**config.mk**
```make
export PLATFORM = sky130hd
export DESIGN_NAME = ball_velocity_estimator_flat
export DESIGN_NICKNAME = d
export VERILOG_FILES = /design/src/rtl/bve_pkg.sv /design/src/rtl/bve_req_if.sv /design/src/rtl/bve_rsp_if.sv /design/src/rtl/bve_divider.sv /design/src/rtl/bve_seq.sv /design/src/rtl/ball_velocity_estimator.sv /design/src/flat_wrapper.sv
export VERILOG_INCLUDE_DIRS = /design/src /design/src/rtl
export SDC_FILE = /design/constraint.sdc
export NUM_CORES = 2
export LEC_CHECK = 0
export BUFFER_PORTS_ARGS = -buffer_cell sky130_fd_sc_hd__clkbuf_2
export CORE_MARGIN = 5
export CORE_UTILIZATION = 65
export DETAILED_ROUTE_END_ITERATION = 6
export PLACE_DENSITY_LB_ADDON = 0.12
export SETUP_SLACK_MARGIN = 0.2
export SYNTH_ARGS = -nofsm -noshare
export SYNTH_HDL_FRONTEND = slang
export SYNTH_SLANG_ARGS = --single-unit
```
**constraint.sdc**
```tcl
create_clock -name clock -period 12.8 [get_ports clock]
set_clock_uncertainty 0.1 [all_clocks]
set_input_delay 0.64 -clock clock [delete_from_list [all_inputs] [get_ports clock]]
set_output_delay 0.64 -clock clock [all_outputs]
set_load 0.005 [all_outputs]
```
**src/rtl/assert_macros.svh**
```systemverilog
// Assertion macros shared by the RTL of the ball velocity estimator.
// No dependencies; the assertions vanish when SYNTHESIS is defined.
`ifndef ASSERT_MACROS_SVH
`define ASSERT_MACROS_SVH

`ifndef SYNTHESIS

// Check that a property holds at every rising edge outside reset.
`define BVE_ASSERT(lbl, clk, rst, prop, msg) \
   lbl: assert property (@(posedge clk) disable iff (rst) (prop)) else $error(msg);

// Check that an expression never holds at a rising edge outside reset.
`define BVE_ASSERT_NEVER(lbl, clk, rst, expr, msg) \
   lbl: assert property (@(posedge clk) disable iff (rst) !(expr)) else $error(msg);

`else

`define BVE_ASSERT(lbl, clk, rst, prop, msg)
`define BVE_ASSERT_NEVER(lbl, clk, rst, expr, msg)

`endif

`endif

```
**src/rtl/bve_pkg.sv**
```systemverilog
// Package of the ball velocity estimator: widths, constants, state codes
// and the structs passed between its modules. No dependencies.
package bve_pkg;

   localparam int POS_W     = 20;
   localparam int POS_FRAC  = 4;
   localparam int TIME_W    = 32;
   localparam int OUT_W     = 16;
   localparam int VEL_W     = 24;
   localparam int VEL_FRAC  = 8;
   localparam int ALPHA_W   = 17;
   localparam int ALPHA_FRAC = 16;
   localparam int LIMIT_W   = 4;
   localparam int CSR_W     = 32;
   localparam int CSR_IDX_W = 2;

   // shared multiplier and accumulator
   localparam int MUL_A_W = 24;
   localparam int MUL_B_W = 25;
   localparam int PROD_W  = 45;
   localparam int ACC_W   = 41;

   // sequential divider
   localparam int DIVIDEND_W = 46;
   localparam int DIVISOR_W  = TIME_W + 1;
   localparam int DIV_CNT_W  = 6;

   localparam logic [ALPHA_W-1:0] ALPHA_ONE   = ALPHA_W'(1) << ALPHA_FRAC;
   localparam logic [ALPHA_W-1:0] ALPHA_RESET = ALPHA_W'(19661);
   localparam logic [TIME_W-1:0]  GAP_RESET   = TIME_W'(100000);
   localparam logic [LIMIT_W-1:0] LIMIT_RESET = LIMIT_W'(5);
   localparam logic [LIMIT_W-1:0] MISS_MAX    = {LIMIT_W{1'b1}};
   localparam logic [TIME_W-1:0]  MIN_GAP_US  = TIME_W'(100);

   // Q.4 mm per us to Q.8 mm per s
   localparam logic signed [MUL_B_W-1:0] VEL_SCALE = MUL_B_W'(16000000);

   localparam logic signed [VEL_W-1:0] VEL_MAX = {1'b0, {(VEL_W-1){1'b1}}};
   localparam logic signed [VEL_W-1:0] VEL_MIN = {1'b1, {(VEL_W-1){1'b0}}};
   localparam logic signed [OUT_W-1:0] OUT_MAX = {1'b0, {(OUT_W-1){1'b1}}};
   localparam logic signed [OUT_W-1:0] OUT_MIN = {1'b1, {(OUT_W-1){1'b0}}};
   localparam logic [VEL_W-1:0] VEL_HALF  = VEL_W'(1) << (VEL_FRAC - 1);
   localparam logic [ACC_W-1:0] FILT_HALF = ACC_W'(1) << (ALPHA_FRAC - 1);
   localparam logic signed [POS_W-1:0] POS_BIAS = POS_W'((1 << POS_FRAC) - 1);

   typedef enum logic [CSR_IDX_W-1:0] {
      CSR_ALPHA      = 2'd0,
      CSR_MAX_GAP    = 2'd1,
      CSR_MISS_LIMIT = 2'd2
   } csr_index_type;

   typedef enum logic [3:0] {
      ST_IDLE,
      ST_CHECK,
      ST_MUL_RAW,
      ST_DIV_START,
      ST_DIV_WAIT,
      ST_MUL_NEW,
      ST_MUL_OLD,
      ST_ACC,
      ST_ROUND,
      ST_EMIT_HIT,
      ST_EMIT_LOST
   } seq_state_type;

   typedef struct packed {
      logic [ALPHA_W-1:0] alpha;
      logic [TIME_W-1:0]  max_gap_us;
      logic [LIMIT_W-1:0] miss_limit;
   } cfg_type;

   typedef struct packed {
      logic                    ball_found;
      logic signed [POS_W-1:0] meas_x;
      logic signed [POS_W-1:0] meas_y;
      logic [TIME_W-1:0]       frame_time;
   } req_payload_type;

   typedef struct packed {
      logic signed [OUT_W-1:0] pos_x_mm;
      logic signed [OUT_W-1:0] pos_y_mm;
      logic signed [OUT_W-1:0] vel_x_mms;
      logic signed [OUT_W-1:0] vel_y_mms;
      logic                    detected;
   } rsp_payload_type;

   typedef struct packed {
      logic                  start;
      logic [DIVIDEND_W-1:0] dividend;
      logic [DIVISOR_W-1:0]  divisor;
   } div_ctrl_type;

   typedef struct packed {
      logic                  busy;
      logic                  done;
      logic [DIVIDEND_W-1:0] quotient;
   } div_stat_type;

endpackage

```
**src/rtl/bve_req_if.sv**
```systemverilog
// Input channel of the ball velocity estimator: one detection item.
// Depends on bve_pkg for field widths.
interface bve_req_if;
   import bve_pkg::*;

   logic                    valid;
   logic                    ready;
   logic                    ball_found;
   logic signed [POS_W-1:0] meas_x;
   logic signed [POS_W-1:0] meas_y;
   logic [TIME_W-1:0]       frame_time;

   modport source (output valid, ball_found, meas_x, meas_y, frame_time, input ready);
   modport sink   (input valid, ball_found, meas_x, meas_y, frame_time, output ready);
endinterface

```
**src/rtl/bve_rsp_if.sv**
```systemverilog
// Result channel of the ball velocity estimator: one published estimate.
// Depends on bve_pkg for field widths.
interface bve_rsp_if;
   import bve_pkg::*;

   logic                    valid;
   logic                    ready;
   logic signed [OUT_W-1:0] pos_x_mm;
   logic signed [OUT_W-1:0] pos_y_mm;
   logic signed [OUT_W-1:0] vel_x_mms;
   logic signed [OUT_W-1:0] vel_y_mms;
   logic                    detected;

   modport source (output valid, pos_x_mm, pos_y_mm, vel_x_mms, vel_y_mms, detected,
                   input ready);
   modport sink   (input valid, pos_x_mm, pos_y_mm, vel_x_mms, vel_y_mms, detected,
                   output ready);
endinterface

```
**src/rtl/bve_divider.sv**
```systemverilog
// Restoring divider, one quotient bit per cycle, shared by both axes.
// Depends on bve_pkg and assert_macros.svh.
module bve_divider (
   input  logic                  clock,
   input  logic                  reset,
   input  bve_pkg::div_ctrl_type ctrl,
   output bve_pkg::div_stat_type stat
);
   import bve_pkg::*;
   `include "assert_macros.svh"

   logic                  busy_ff, busy_in;
   logic                  done_ff, done_in;
   logic [DIV_CNT_W-1:0]  count_ff, count_in;
   logic [DIVISOR_W-1:0]  rem_ff, rem_in;
   logic [DIVIDEND_W-1:0] quo_ff, quo_in;
   logic [DIVISOR_W-1:0]  div_ff, div_in;

   logic [DIVISOR_W:0] trial;
   logic [DIVISOR_W:0] diff;
   logic               fits;
   logic               last;

   always_comb begin
      trial = {rem_ff, quo_ff[DIVIDEND_W-1]};
      diff  = trial - {1'b0, div_ff};
      fits  = trial >= {1'b0, div_ff};
      last  = count_ff == DIV_CNT_W'(DIVIDEND_W - 1);

      busy_in  = busy_ff;
      done_in  = 1'b0;
      count_in = count_ff;
      rem_in   = rem_ff;
      quo_in   = quo_ff;
      div_in   = div_ff;
      if (ctrl.start && !busy_ff) begin
         busy_in  = 1'b1;
         count_in = '0;
         rem_in   = '0;
         quo_in   = ctrl.dividend;
         div_in   = ctrl.divisor;
      end else if (busy_ff) begin
         // shift in the next dividend bit, subtract when it fits
         rem_in   = fits ? diff[DIVISOR_W-1:0] : trial[DIVISOR_W-1:0];
         quo_in   = {quo_ff[DIVIDEND_W-2:0], fits};
         count_in = count_ff + 1'b1;
         if (last) begin
            busy_in = 1'b0;
            done_in = 1'b1;
         end
      end
   end

   always_ff @(posedge clock) begin
      if (reset) begin
         busy_ff  <= 1'b0;
         done_ff  <= 1'b0;
         count_ff <= '0;
      end else begin
         busy_ff  <= busy_in;
         done_ff  <= done_in;
         count_ff <= count_in;
      end
   end

   always_ff @(posedge clock) begin
      rem_ff <= rem_in;
      quo_ff <= quo_in;
      div_ff <= div_in;
   end

   assign stat.busy     = busy_ff;
   assign stat.done     = done_ff;
   assign stat.quotient = quo_ff;

   `BVE_ASSERT(a_div_done_idle, clock, reset, done_ff |-> !busy_ff, "divider done while busy")
   `BVE_ASSERT(a_div_start_runs, clock, reset, (ctrl.start && !busy_ff) |=> busy_ff,
               "divider failed to start")
   `BVE_ASSERT(a_div_rem_below, clock, reset,
               busy_ff |-> ((rem_ff < div_ff) || (div_ff == '0)),
               "divider remainder not below divisor")
endmodule

```
**src/rtl/bve_seq.sv**
```systemverilog
// Sequencer and datapath of the ball velocity estimator: tracking state,
// shared multiplier, accumulator and rounding. Depends on bve_pkg, the
// divider status struct and assert_macros.svh.
module bve_seq (
   input  logic                     clock,
   input  logic                     reset,
   input  bve_pkg::cfg_type         cfg,
   input  logic                     req_valid,
   output logic                     req_ready,
   input  bve_pkg::req_payload_type req_data,
   output logic                     res_push,
   output bve_pkg::rsp_payload_type res_data,
   input  logic                     out_free,
   output bve_pkg::div_ctrl_type    div_ctrl,
   input  bve_pkg::div_stat_type    div_stat
);
   import bve_pkg::*;
   `include "assert_macros.svh"

   function automatic logic signed [VEL_W-1:0] sat_vel(input logic neg, input logic big,
                                                       input logic [VEL_W-2:0] low);
      logic signed [VEL_W-1:0] v;
      v = $signed({1'b0, low});
      if (big) begin
         return neg ? VEL_MIN : VEL_MAX;
      end
      return neg ? -v : v;
   endfunction

   function automatic logic signed [OUT_W-1:0] vel_mm(input logic signed [VEL_W-1:0] f);
      logic [VEL_W-1:0] mag;
      logic [VEL_W-1:0] rnd;
      logic [OUT_W-1:0] q;
      mag = f[VEL_W-1] ? VEL_W'(-f) : VEL_W'(f);
      rnd = mag + VEL_HALF;
      q   = rnd[VEL_W-1:VEL_FRAC];
      if (f[VEL_W-1]) begin
         return q[OUT_W-1] ? OUT_MIN : -$signed(q);
      end
      return q[OUT_W-1] ? OUT_MAX : $signed(q);
   endfunction

   function automatic logic signed [OUT_W-1:0] pos_mm(input logic signed [POS_W-1:0] p);
      logic signed [POS_W-1:0] adj;
      adj = p[POS_W-1] ? p + POS_BIAS : p;
      return $signed(adj[POS_W-1:POS_FRAC]);
   endfunction

   seq_state_type state_ff, state_in;

   // tracking state
   logic signed [POS_W-1:0] prev_x_ff, prev_y_ff;
   logic [TIME_W-1:0]       prev_time_ff;
   logic                    time_known_ff, pos_known_ff, seeded_ff;
   logic signed [VEL_W-1:0] filt_x_ff, filt_y_ff;
   logic [LIMIT_W-1:0]      miss_run_ff;
   logic                    axis_ff;

   // working registers
   req_payload_type          cur_ff;
   logic [TIME_W-1:0]        gap_ff;
   logic signed [PROD_W-1:0] prod_ff;
   logic signed [ACC_W-1:0]  acc_ff;
   logic signed [VEL_W-1:0]  raw_ff;

   logic [TIME_W-1:0]  gap;
   logic               dup, usable, lost;
   logic [LIMIT_W-1:0] miss_next;
   logic [ALPHA_W-1:0] alpha_eff, one_minus;
   logic signed [POS_W:0]   dx;
   logic signed [VEL_W-1:0] filt_sel;
   logic signed [MUL_A_W-1:0] mul_a;
   logic signed [MUL_B_W-1:0] mul_b;
   logic signed [MUL_A_W+MUL_B_W-1:0] mul_full;
   logic [PROD_W-1:0]        prod_mag;
   logic signed [VEL_W-1:0]  raw_in;
   logic [ACC_W-1:0]         acc_mag, acc_rnd;
   logic [ACC_W-ALPHA_FRAC-1:0] filt_q;
   logic signed [VEL_W-1:0]  filt_new;

   always_comb begin
      gap    = cur_ff.frame_time - prev_time_ff;
      dup    = time_known_ff && (cur_ff.frame_time == prev_time_ff);
      usable = pos_known_ff && time_known_ff && (gap > MIN_GAP_US) &&
               (gap <= cfg.max_gap_us);
      miss_next = (miss_run_ff == MISS_MAX) ? miss_run_ff : miss_run_ff + 1'b1;
      lost      = miss_next >= cfg.miss_limit;

      alpha_eff = (cfg.alpha > ALPHA_ONE) ? ALPHA_ONE : cfg.alpha;
      one_minus = ALPHA_ONE - alpha_eff;

      dx = axis_ff ?
           $signed({cur_ff.meas_y[POS_W-1], cur_ff.meas_y}) -
           $signed({prev_y_ff[POS_W-1], prev_y_ff}) :
           $signed({cur_ff.meas_x[POS_W-1], cur_ff.meas_x}) -
           $signed({prev_x_ff[POS_W-1], prev_x_ff});
      filt_sel = axis_ff ? filt_y_ff : filt_x_ff;

      // shared multiplier operand select
      case (state_ff)
         ST_MUL_RAW: begin
            mul_a = $signed({{(MUL_A_W-POS_W-1){dx[POS_W]}}, dx});
            mul_b = VEL_SCALE;
         end
         ST_MUL_NEW: begin
            mul_a = raw_ff;
            mul_b = $signed({{(MUL_B_W-ALPHA_W){1'b0}}, alpha_eff});
         end
         ST_MUL_OLD: begin
            mul_a = filt_sel;
            mul_b = $signed({{(MUL_B_W-ALPHA_W){1'b0}}, one_minus});
         end
         default: begin
            mul_a = '0;
            mul_b = '0;
         end
      endcase
      mul_full = mul_a * mul_b;

      prod_mag = prod_ff[PROD_W-1] ? PROD_W'(-prod_ff) : PROD_W'(prod_ff);
      raw_in   = sat_vel(prod_ff[PROD_W-1], |div_stat.quotient[DIVIDEND_W-1:VEL_W-1],
                         div_stat.quotient[VEL_W-2:0]);

      acc_mag  = acc_ff[ACC_W-1] ? ACC_W'(-acc_ff) : ACC_W'(acc_ff);
      acc_rnd  = acc_mag + FILT_HALF;
      filt_q   = acc_rnd[ACC_W-1:ALPHA_FRAC];
      filt_new = sat_vel(acc_ff[ACC_W-1], |filt_q[ACC_W-ALPHA_FRAC-1:VEL_W-1],
                         filt_q[VEL_W-2:0]);
   end

   // next state
   always_comb begin
      state_in = state_ff;
      case (state_ff)
         ST_IDLE: begin
            if (req_valid) state_in = ST_CHECK;
         end
         ST_CHECK: begin
            if (dup) begin
               state_in = ST_IDLE;
            end else if (!cur_ff.ball_found) begin
               state_in = lost ? ST_EMIT_LOST : ST_IDLE;
            end else begin
               state_in = usable ? ST_MUL_RAW : ST_EMIT_HIT;
            end
         end
         ST_MUL_RAW:   state_in = ST_DIV_START;
         ST_DIV_START: state_in = ST_DIV_WAIT;
         ST_DIV_WAIT: begin
            if (div_stat.done) state_in = ST_MUL_NEW;
         end
         ST_MUL_NEW: state_in = ST_MUL_OLD;
         ST_MUL_OLD: state_in = ST_ACC;
         ST_ACC:     state_in = ST_ROUND;
         ST_ROUND:   state_in = axis_ff ? ST_EMIT_HIT : ST_MUL_RAW;
         ST_EMIT_HIT, ST_EMIT_LOST: begin
            if (out_free) state_in = ST_IDLE;
         end
         default: state_in = ST_IDLE;
      endcase
   end

   // outputs
   always_comb begin
      req_ready         = state_ff == ST_IDLE;
      div_ctrl.start    = state_ff == ST_DIV_START;
      div_ctrl.dividend = {1'b0, prod_mag[PROD_W-2:0], 1'b0} +
                          {{(DIVIDEND_W-TIME_W){1'b0}}, gap_ff};
      div_ctrl.divisor  = {gap_ff, 1'b0};
      res_push          = ((state_ff == ST_EMIT_HIT) || (state_ff == ST_EMIT_LOST)) &&
                          out_free;
      res_data          = '0;
      if (state_ff == ST_EMIT_HIT) begin
         res_data.pos_x_mm  = pos_mm(cur_ff.meas_x);
         res_data.pos_y_mm  = pos_mm(cur_ff.meas_y);
         res_data.vel_x_mms = vel_mm(filt_x_ff);
         res_data.vel_y_mms = vel_mm(filt_y_ff);
         res_data.detected  = 1'b1;
      end
   end

   always_ff @(posedge clock) begin
      if (reset) begin
         state_ff      <= ST_IDLE;
         prev_x_ff     <= '0;
         prev_y_ff     <= '0;
         prev_time_ff  <= '0;
         time_known_ff <= 1'b0;
         pos_known_ff  <= 1'b0;
         seeded_ff     <= 1'b0;
         filt_x_ff     <= '0;
         filt_y_ff     <= '0;
         miss_run_ff   <= '0;
         axis_ff       <= 1'b0;
      end else begin
         state_ff <= state_in;
         case (state_ff)
            ST_CHECK: begin
               if (!dup) begin
                  prev_time_ff  <= cur_ff.frame_time;
                  time_known_ff <= 1'b1;
                  axis_ff       <= 1'b0;
                  if (cur_ff.ball_found) begin
                     miss_run_ff <= '0;
                  end else begin
                     miss_run_ff <= miss_next;
                     if (lost) begin
                        pos_known_ff <= 1'b0;
                        seeded_ff    <= 1'b0;
                     end
                  end
               end
            end
            ST_ROUND: begin
               if (axis_ff) begin
                  filt_y_ff <= filt_new;
                  seeded_ff <= 1'b1;
               end else begin
                  filt_x_ff <= filt_new;
               end
               axis_ff <= ~axis_ff;
            end
            ST_EMIT_HIT: begin
               if (out_free) begin
                  prev_x_ff    <= cur_ff.meas_x;
                  prev_y_ff    <= cur_ff.meas_y;
                  pos_known_ff <= 1'b1;
               end
            end
            default: ;
         endcase
      end
   end

   always_ff @(posedge clock) begin
      case (state_ff)
         ST_IDLE: begin
            if (req_valid) cur_ff <= req_data;
         end
         ST_CHECK:   gap_ff  <= gap;
         ST_MUL_RAW: prod_ff <= mul_full[PROD_W-1:0];
         ST_MUL_NEW: prod_ff <= mul_full[PROD_W-1:0];
         ST_MUL_OLD: begin
            acc_ff  <= prod_ff[ACC_W-1:0];
            prod_ff <= mul_full[PROD_W-1:0];
         end
         ST_DIV_WAIT: begin
            if (div_stat.done) raw_ff <= raw_in;
         end
         ST_ACC: begin
            if (seeded_ff) acc_ff <= acc_ff + prod_ff[ACC_W-1:0];
         end
         default: ;
      endcase
   end

   `BVE_ASSERT(a_seeded_needs_pos, clock, reset, seeded_ff |-> pos_known_ff,
               "filter seeded without a known position")
   `BVE_ASSERT(a_pos_needs_time, clock, reset, pos_known_ff |-> time_known_ff,
               "position known without a known time")
   `BVE_ASSERT_NEVER(a_start_busy, clock, reset, div_ctrl.start && div_stat.busy,
                     "divider started while busy")
   `BVE_ASSERT(a_done_in_wait, clock, reset, div_stat.done |-> (state_ff == ST_DIV_WAIT),
               "divider finished outside the wait step")
endmodule

```
**src/rtl/ball_velocity_estimator.sv**
```systemverilog
// Ball velocity estimator: position and smoothed finite-difference velocity per frame.
// An item with a usable frame gap runs the 46-step shared divider once per axis and is
// then published from the EMIT_HIT state; any other item goes from CHECK to EMIT_HIT or
// EMIT_LOST, or publishes nothing. A new item is taken only once the last one is done.
// A finished result waits in the output register while the next item is taken. Synchronous
// reset clears tracking state and loads the defaults (alpha 19661, gap 100000 us, limit 5).
module ball_velocity_estimator (
   input  logic                        clock,
   input  logic                        reset,
   bve_req_if.sink                     req_chan,
   bve_rsp_if.source                   rsp_chan,
   input  logic                        csr_we,
   input  logic [bve_pkg::CSR_IDX_W-1:0] csr_index,
   input  logic [bve_pkg::CSR_W-1:0]   csr_wdata
);
   import bve_pkg::*;

   // configuration registers
   logic [ALPHA_W-1:0] alpha_ff;
   logic [TIME_W-1:0]  max_gap_ff;
   logic [LIMIT_W-1:0] limit_ff;
   cfg_type            cfg;

   // output register
   logic            rsp_valid_ff, rsp_valid_in;
   rsp_payload_type rsp_data_ff;

   req_payload_type req_data;
   rsp_payload_type res_data;
   logic            res_push;
   logic            out_free;
   logic            seq_ready;
   div_ctrl_type    div_ctrl;
   div_stat_type    div_stat;

   // Take register writes at any time; an index beyond the list is dropped.
   always_ff @(posedge clock) begin
      if (reset) begin
         alpha_ff   <= ALPHA_RESET;
         max_gap_ff <= GAP_RESET;
         limit_ff   <= LIMIT_RESET;
      end else if (csr_we) begin
         case (csr_index)
            CSR_ALPHA:      alpha_ff   <= csr_wdata[ALPHA_W-1:0];
            CSR_MAX_GAP:    max_gap_ff <= csr_wdata[TIME_W-1:0];
            CSR_MISS_LIMIT: limit_ff   <= csr_wdata[LIMIT_W-1:0];
            default: ;
         endcase
      end
   end

   assign cfg.alpha      = alpha_ff;
   assign cfg.max_gap_us = max_gap_ff;
   assign cfg.miss_limit = limit_ff;

   // Gather the input item fields for the sequencer.
   assign req_data.ball_found = req_chan.ball_found;
   assign req_data.meas_x     = req_chan.meas_x;
   assign req_data.meas_y     = req_chan.meas_y;
   assign req_data.frame_time = req_chan.frame_time;
   assign req_chan.ready      = seq_ready;

   // The output register is free when empty or being drained this cycle;
   // the sequencer holds its result step until then.
   assign out_free = !rsp_valid_ff || rsp_chan.ready;

   always_comb begin
      rsp_valid_in = rsp_valid_ff;
      if (res_push) begin
         rsp_valid_in = 1'b1;
      end else if (rsp_chan.ready) begin
         rsp_valid_in = 1'b0;
      end
   end

   always_ff @(posedge clock) begin
      if (reset) begin
         rsp_valid_ff <= 1'b0;
      end else begin
         rsp_valid_ff <= rsp_valid_in;
      end
   end

   // Load the payload only on a push; hold it while the item waits.
   always_ff @(posedge clock) begin
      if (res_push) rsp_data_ff <= res_data;
   end

   assign rsp_chan.valid     = rsp_valid_ff;
   assign rsp_chan.pos_x_mm  = rsp_data_ff.pos_x_mm;
   assign rsp_chan.pos_y_mm  = rsp_data_ff.pos_y_mm;
   assign rsp_chan.vel_x_mms = rsp_data_ff.vel_x_mms;
   assign rsp_chan.vel_y_mms = rsp_data_ff.vel_y_mms;
   assign rsp_chan.detected  = rsp_data_ff.detected;

   // Sequencer: tracking state, shared multiplier, filter accumulate and rounding.
   bve_seq u_seq (
      .clock     (clock),
      .reset     (reset),
      .cfg       (cfg),
      .req_valid (req_chan.valid),
      .req_ready (seq_ready),
      .req_data  (req_data),
      .res_push  (res_push),
      .res_data  (res_data),
      .out_free  (out_free),
      .div_ctrl  (div_ctrl),
      .div_stat  (div_stat)
   );

   // Divider for the raw velocity, displacement over frame gap, rounded.
   bve_divider u_divider (
      .clock (clock),
      .reset (reset),
      .ctrl  (div_ctrl),
      .stat  (div_stat)
   );
endmodule

```
**src/flat_wrapper.sv**
```systemverilog
// flat-port wrapper written by rule: the top's interface ports become plain ports
module ball_velocity_estimator_flat import bve_pkg::*;
  (clock, reset, csr_we, csr_index, csr_wdata, req_chan_valid, req_chan_ball_found, req_chan_meas_x, req_chan_meas_y, req_chan_frame_time, req_chan_ready, rsp_chan_valid, rsp_chan_pos_x_mm, rsp_chan_pos_y_mm, rsp_chan_vel_x_mms, rsp_chan_vel_y_mms, rsp_chan_detected, rsp_chan_ready);
  bve_req_if req_chan_i ();
  bve_rsp_if rsp_chan_i ();
  input  logic clock;
  input  logic reset;
  input  logic csr_we;
  input  logic [bve_pkg::CSR_IDX_W-1:0] csr_index;
  input  logic [bve_pkg::CSR_W-1:0] csr_wdata;
  input wire logic [$bits(req_chan_i.valid)-1:0] req_chan_valid;
  input wire logic [$bits(req_chan_i.ball_found)-1:0] req_chan_ball_found;
  input wire logic [$bits(req_chan_i.meas_x)-1:0] req_chan_meas_x;
  input wire logic [$bits(req_chan_i.meas_y)-1:0] req_chan_meas_y;
  input wire logic [$bits(req_chan_i.frame_time)-1:0] req_chan_frame_time;
  output wire logic [$bits(req_chan_i.ready)-1:0] req_chan_ready;
  output wire logic [$bits(rsp_chan_i.valid)-1:0] rsp_chan_valid;
  output wire logic [$bits(rsp_chan_i.pos_x_mm)-1:0] rsp_chan_pos_x_mm;
  output wire logic [$bits(rsp_chan_i.pos_y_mm)-1:0] rsp_chan_pos_y_mm;
  output wire logic [$bits(rsp_chan_i.vel_x_mms)-1:0] rsp_chan_vel_x_mms;
  output wire logic [$bits(rsp_chan_i.vel_y_mms)-1:0] rsp_chan_vel_y_mms;
  output wire logic [$bits(rsp_chan_i.detected)-1:0] rsp_chan_detected;
  input wire logic [$bits(rsp_chan_i.ready)-1:0] rsp_chan_ready;
  assign req_chan_i.valid = req_chan_valid;
  assign req_chan_i.ball_found = req_chan_ball_found;
  assign req_chan_i.meas_x = req_chan_meas_x;
  assign req_chan_i.meas_y = req_chan_meas_y;
  assign req_chan_i.frame_time = req_chan_frame_time;
  assign req_chan_ready = req_chan_i.ready;
  assign rsp_chan_valid = rsp_chan_i.valid;
  assign rsp_chan_pos_x_mm = rsp_chan_i.pos_x_mm;
  assign rsp_chan_pos_y_mm = rsp_chan_i.pos_y_mm;
  assign rsp_chan_vel_x_mms = rsp_chan_i.vel_x_mms;
  assign rsp_chan_vel_y_mms = rsp_chan_i.vel_y_mms;
  assign rsp_chan_detected = rsp_chan_i.detected;
  assign rsp_chan_i.ready = rsp_chan_ready;
  ball_velocity_estimator u_core (.clock(clock), .reset(reset), .req_chan(req_chan_i), .rsp_chan(rsp_chan_i), .csr_we(csr_we), .csr_index(csr_index), .csr_wdata(csr_wdata));
endmodule
```
==> results_dict.tcl <==
set metrics [dict create \
    outcome "complete, no violations" \
    portBuffers 178 \
    power_density_nw_per_um2 124 \
    wl_mm 161 \
    routedWlPerCell_um 21.3 \
    syn_area_per_cell_um2 8.82 \
    synth_area_um2 55600 \
    path_common_cell "fa_1" \
    grt_pass1_wl_mm 249 \
    synth_top_area_share_pct 19.3 \
    route.vias.total 46516 \
    finalSetupTns_ns 0 \
    gp_congestion 0.999 \
    crit_path_top_delay_cell "a221o_1" \
    yosysWarnings 0 \
    postSynth.asyncResetShare_pct 0 \
    design_area_um2 59700 \
    hold_buffers 0 \
    cts_tree "yes" \
    min_period_ns 11.88 \
    antenna_left 0 \
    rows 107 \
    crit_fanout 17 \
    required_ns 13.06 \
    max_stage_delay_ns 0.56 \
    min_period_over_period_pct 92.8 \
    yosysTopAreaCell "edfxtp_1" \
    clkSlewWorstSetupHoldPaths_ns 0.07 \
    synth_most_common_cell "nand2_1" \
    p_leak_nw 26.3 \
    drc 0 \
    maxCapViolations 0 \
    ios 179 \
    setup_violations 0 \
    cts_root_buf "clkbuf_16" \
    arrival_ns 12.13 \
    holdWs_ns 0.0712 \
    fp.dieW_um 302 \
    max_freq_ghz 0.0842 \
    timing.slew.headroom_pct 7.01 \
    cp-startpoint "u_core.u_seq.cur_ff[52]$_DFFE_PP_" \
    hold_viol_final 0 \
    start_util_pct 65.4 \
    synth_cells 6305 \
    worstHoldStart "req_chan_meas_x[11]" \
    worstMarginPinSlew_ns 1.39 \
    dpl_cell_area_um2 57600 \
    synthesis.nets 7286 \
    die_h_um 302 \
    track_usage_pct 34.8 \
    cts_max_path_buffers 3 \
    htreeDepth 3 \
    critPathKind "reg -> reg" \
    grt_overflow 0 \
    power_w 0.00738 \
    cts_sinks 585 \
    slew_viol_final 0 \
    cts_made_buffers 67 \
    via_per_inst 6.15 \
    fin_nets 7337 \
    yosysSeqAreaShare_pct 27.5 \
    antenna_found_initial 3 \
    r2r_start "u_core.u_seq.cur_ff[52]$_DFFE_PP_" \
    grt_pass1_vias 44642 \
    ys_ff_latch 585 \
    dr.pass1.iters 6 \
    area_delta_synth_final_pct 7.41 \
    end_kind "register" \
    synth.area.top_cells "edfxtp_1 (19%), fa_1 (16%), ha_1 (9.8%)" \
    drive_above_1_share_pct 7.30 \
    ir_drop_uv 142 \
    drt-initial-drc-count 4292 \
    clock_latency_ns 0.64 \
    grt_max_degree 104 \
    hp-class "in -> reg" \
    synthTopCellsByCount "nand2_1 (860), inv_1 (777), nor2_1 (455), fa_1 (435), ha_1 (434)" \
    synth_edf_count 358 \
    hpwl_mm 125 \
    ys.flop_type "edfxtp_1" \
    die_area_um2 91500 \
    yosys.cell_types.count 112 \
    rsz0062_at_grt "false" \
    core_area_um2 85000 \
    start_kind "register" \
]
-- logic make-up (layout without fill, tap and decap cells) --
family	after synthesis	in the layout	synth area share (%)
and+or+nand+nor	2062	2062	17.4
AOI/OAI and AO/OA	1271	1271	14.8
xor gates and xnor gates	377	377	5.98
muxes	92	92	1.71
buffers and inverters	1046	1150	7.11
other	1	6	0.00674
DFF	585	585	27.5
adders and majority gates	871	871	25.5
-- final cells by class --
class | instances | area [um2]
multi-input combinational | 4674 | 36500
fill | 6877 | 25300
sequential | 585 | 15300
inverter | 779 | 2920
clock buffer | 94 | 1900
tap | 1144 | 1430
timing repair buffer | 249 | 1430
clock inverter | 28 | 220
antenna | 5 | 12.5
-- per-layer routing --
| layer | GRT usage [%] | vias to the layer above | share of wire (%) |
|---|---|---|---|
| li1 | - | 21591 | - |
| met1 | 48.9 | 22586 | 42 |
| met2 | 55.3 | 1963 | 46 |
| met3 | 5.17 | 374 | 8.4 |
| met4 | 12.6 | 2 | 4.1 |
| met5 | 0 | - | 0.012 |
-- cells in the final DEF (no fill, tap or decap), types with 22 or more instances in the layout --
cell         n
nand2_1    858
inv_1      776
nor2_1     451
fa_1       435
ha_1       434
a21oi_1    373
edfxtp_1   358
o21ai_0    270
dfxtp_1    226
xnor2_1    221
clkbuf_2   177
xor2_1     153
a21o_1     123
nor3_1     110
nand3_1    104
and2_1      77
buf_4       71
clkbuf_16   70
mux2i_1     66
nand2b_1    61
nand4_1     55
o21a_1      54
nor2b_1     53
and3_1      50
or3_1       48
a211oi_1    39
a22o_1      37
nor4_1      33
o21bai_1    33
o31ai_1     33
a31oi_1     31
or4_1       27
mux2_2      26
nand3b_1    22
-- what timing repair did --
action | in CTS | in global routing
endpoints found under the setup margin | 0 | 2
gates resized for setup | 0 | 1
hold endpoints to repair | 0 | 0
buffers inserted | 0 | 2
-- flip-flops by register name (all words and copies together) (netlist names), 32 cells and up --
| signal | cells |
|---|---|
| u_core.u_seq.gap_ff | 32 |
| u_core.u_divider.rem_ff | 33 |
| u_core.max_gap_ff | 32 |
| u_core.u_seq.prev_time_ff | 32 |
| u_core.u_seq.prod_ff | 45 |
| u_core.u_divider.quo_ff | 46 |
| u_core.u_seq.cur_ff | 73 |
| u_core.u_seq.acc_ff | 41 |
| u_core.u_divider.div_ff | 32 |
-- worst paths after layout --
path         slack [ns]  depth (start not counted)                                  to
min                0.07                          1   u_core.u_seq.cur_ff[63]$_DFFE_PP_
max                0.92                         43  u_core.u_seq.prod_ff[44]$_DFFE_PN_
min reg2reg        0.35                          2  u_core.max_gap_ff[30]$_SDFFE_PP0P_
max reg2reg        0.92                         43  u_core.u_seq.prod_ff[44]$_DFFE_PN_
-- critical path: cells and delay by family (launching register included) --
| kind | cells | cell delay, ns |
|---|---|---|
| simple gates | 5 | 1.12 |
| xor+xnor | 1 | 0.09 |
| buf+inv | 7 | 0.70 |
| fa+ha+maj | 10 | 4.61 |
| flops | 1 | 0.41 |
| compound gates | 20 | 4.56 |
-- power breakdown --
group	switching (W)	internal (W)	total, W
registers	0.000235	0.00229	0.00253
clock network	0.000821	0.00107	0.00189
logic	0.00184	0.00112	0.00296
total	0.00290	0.00449	0.00738
-- per-stage QoR --
step,std cells,utilization (%),worst slack [ns]
global placement,7429,67.7,1.12
floorplan,6305,-,1.63
global route,7553,70.2,0.321
CTS,7551,70.2,0.864
detailed placement,7429,67.7,1.00
finish,7558,70.3,0.922
(Power assumes the default switching activity.)
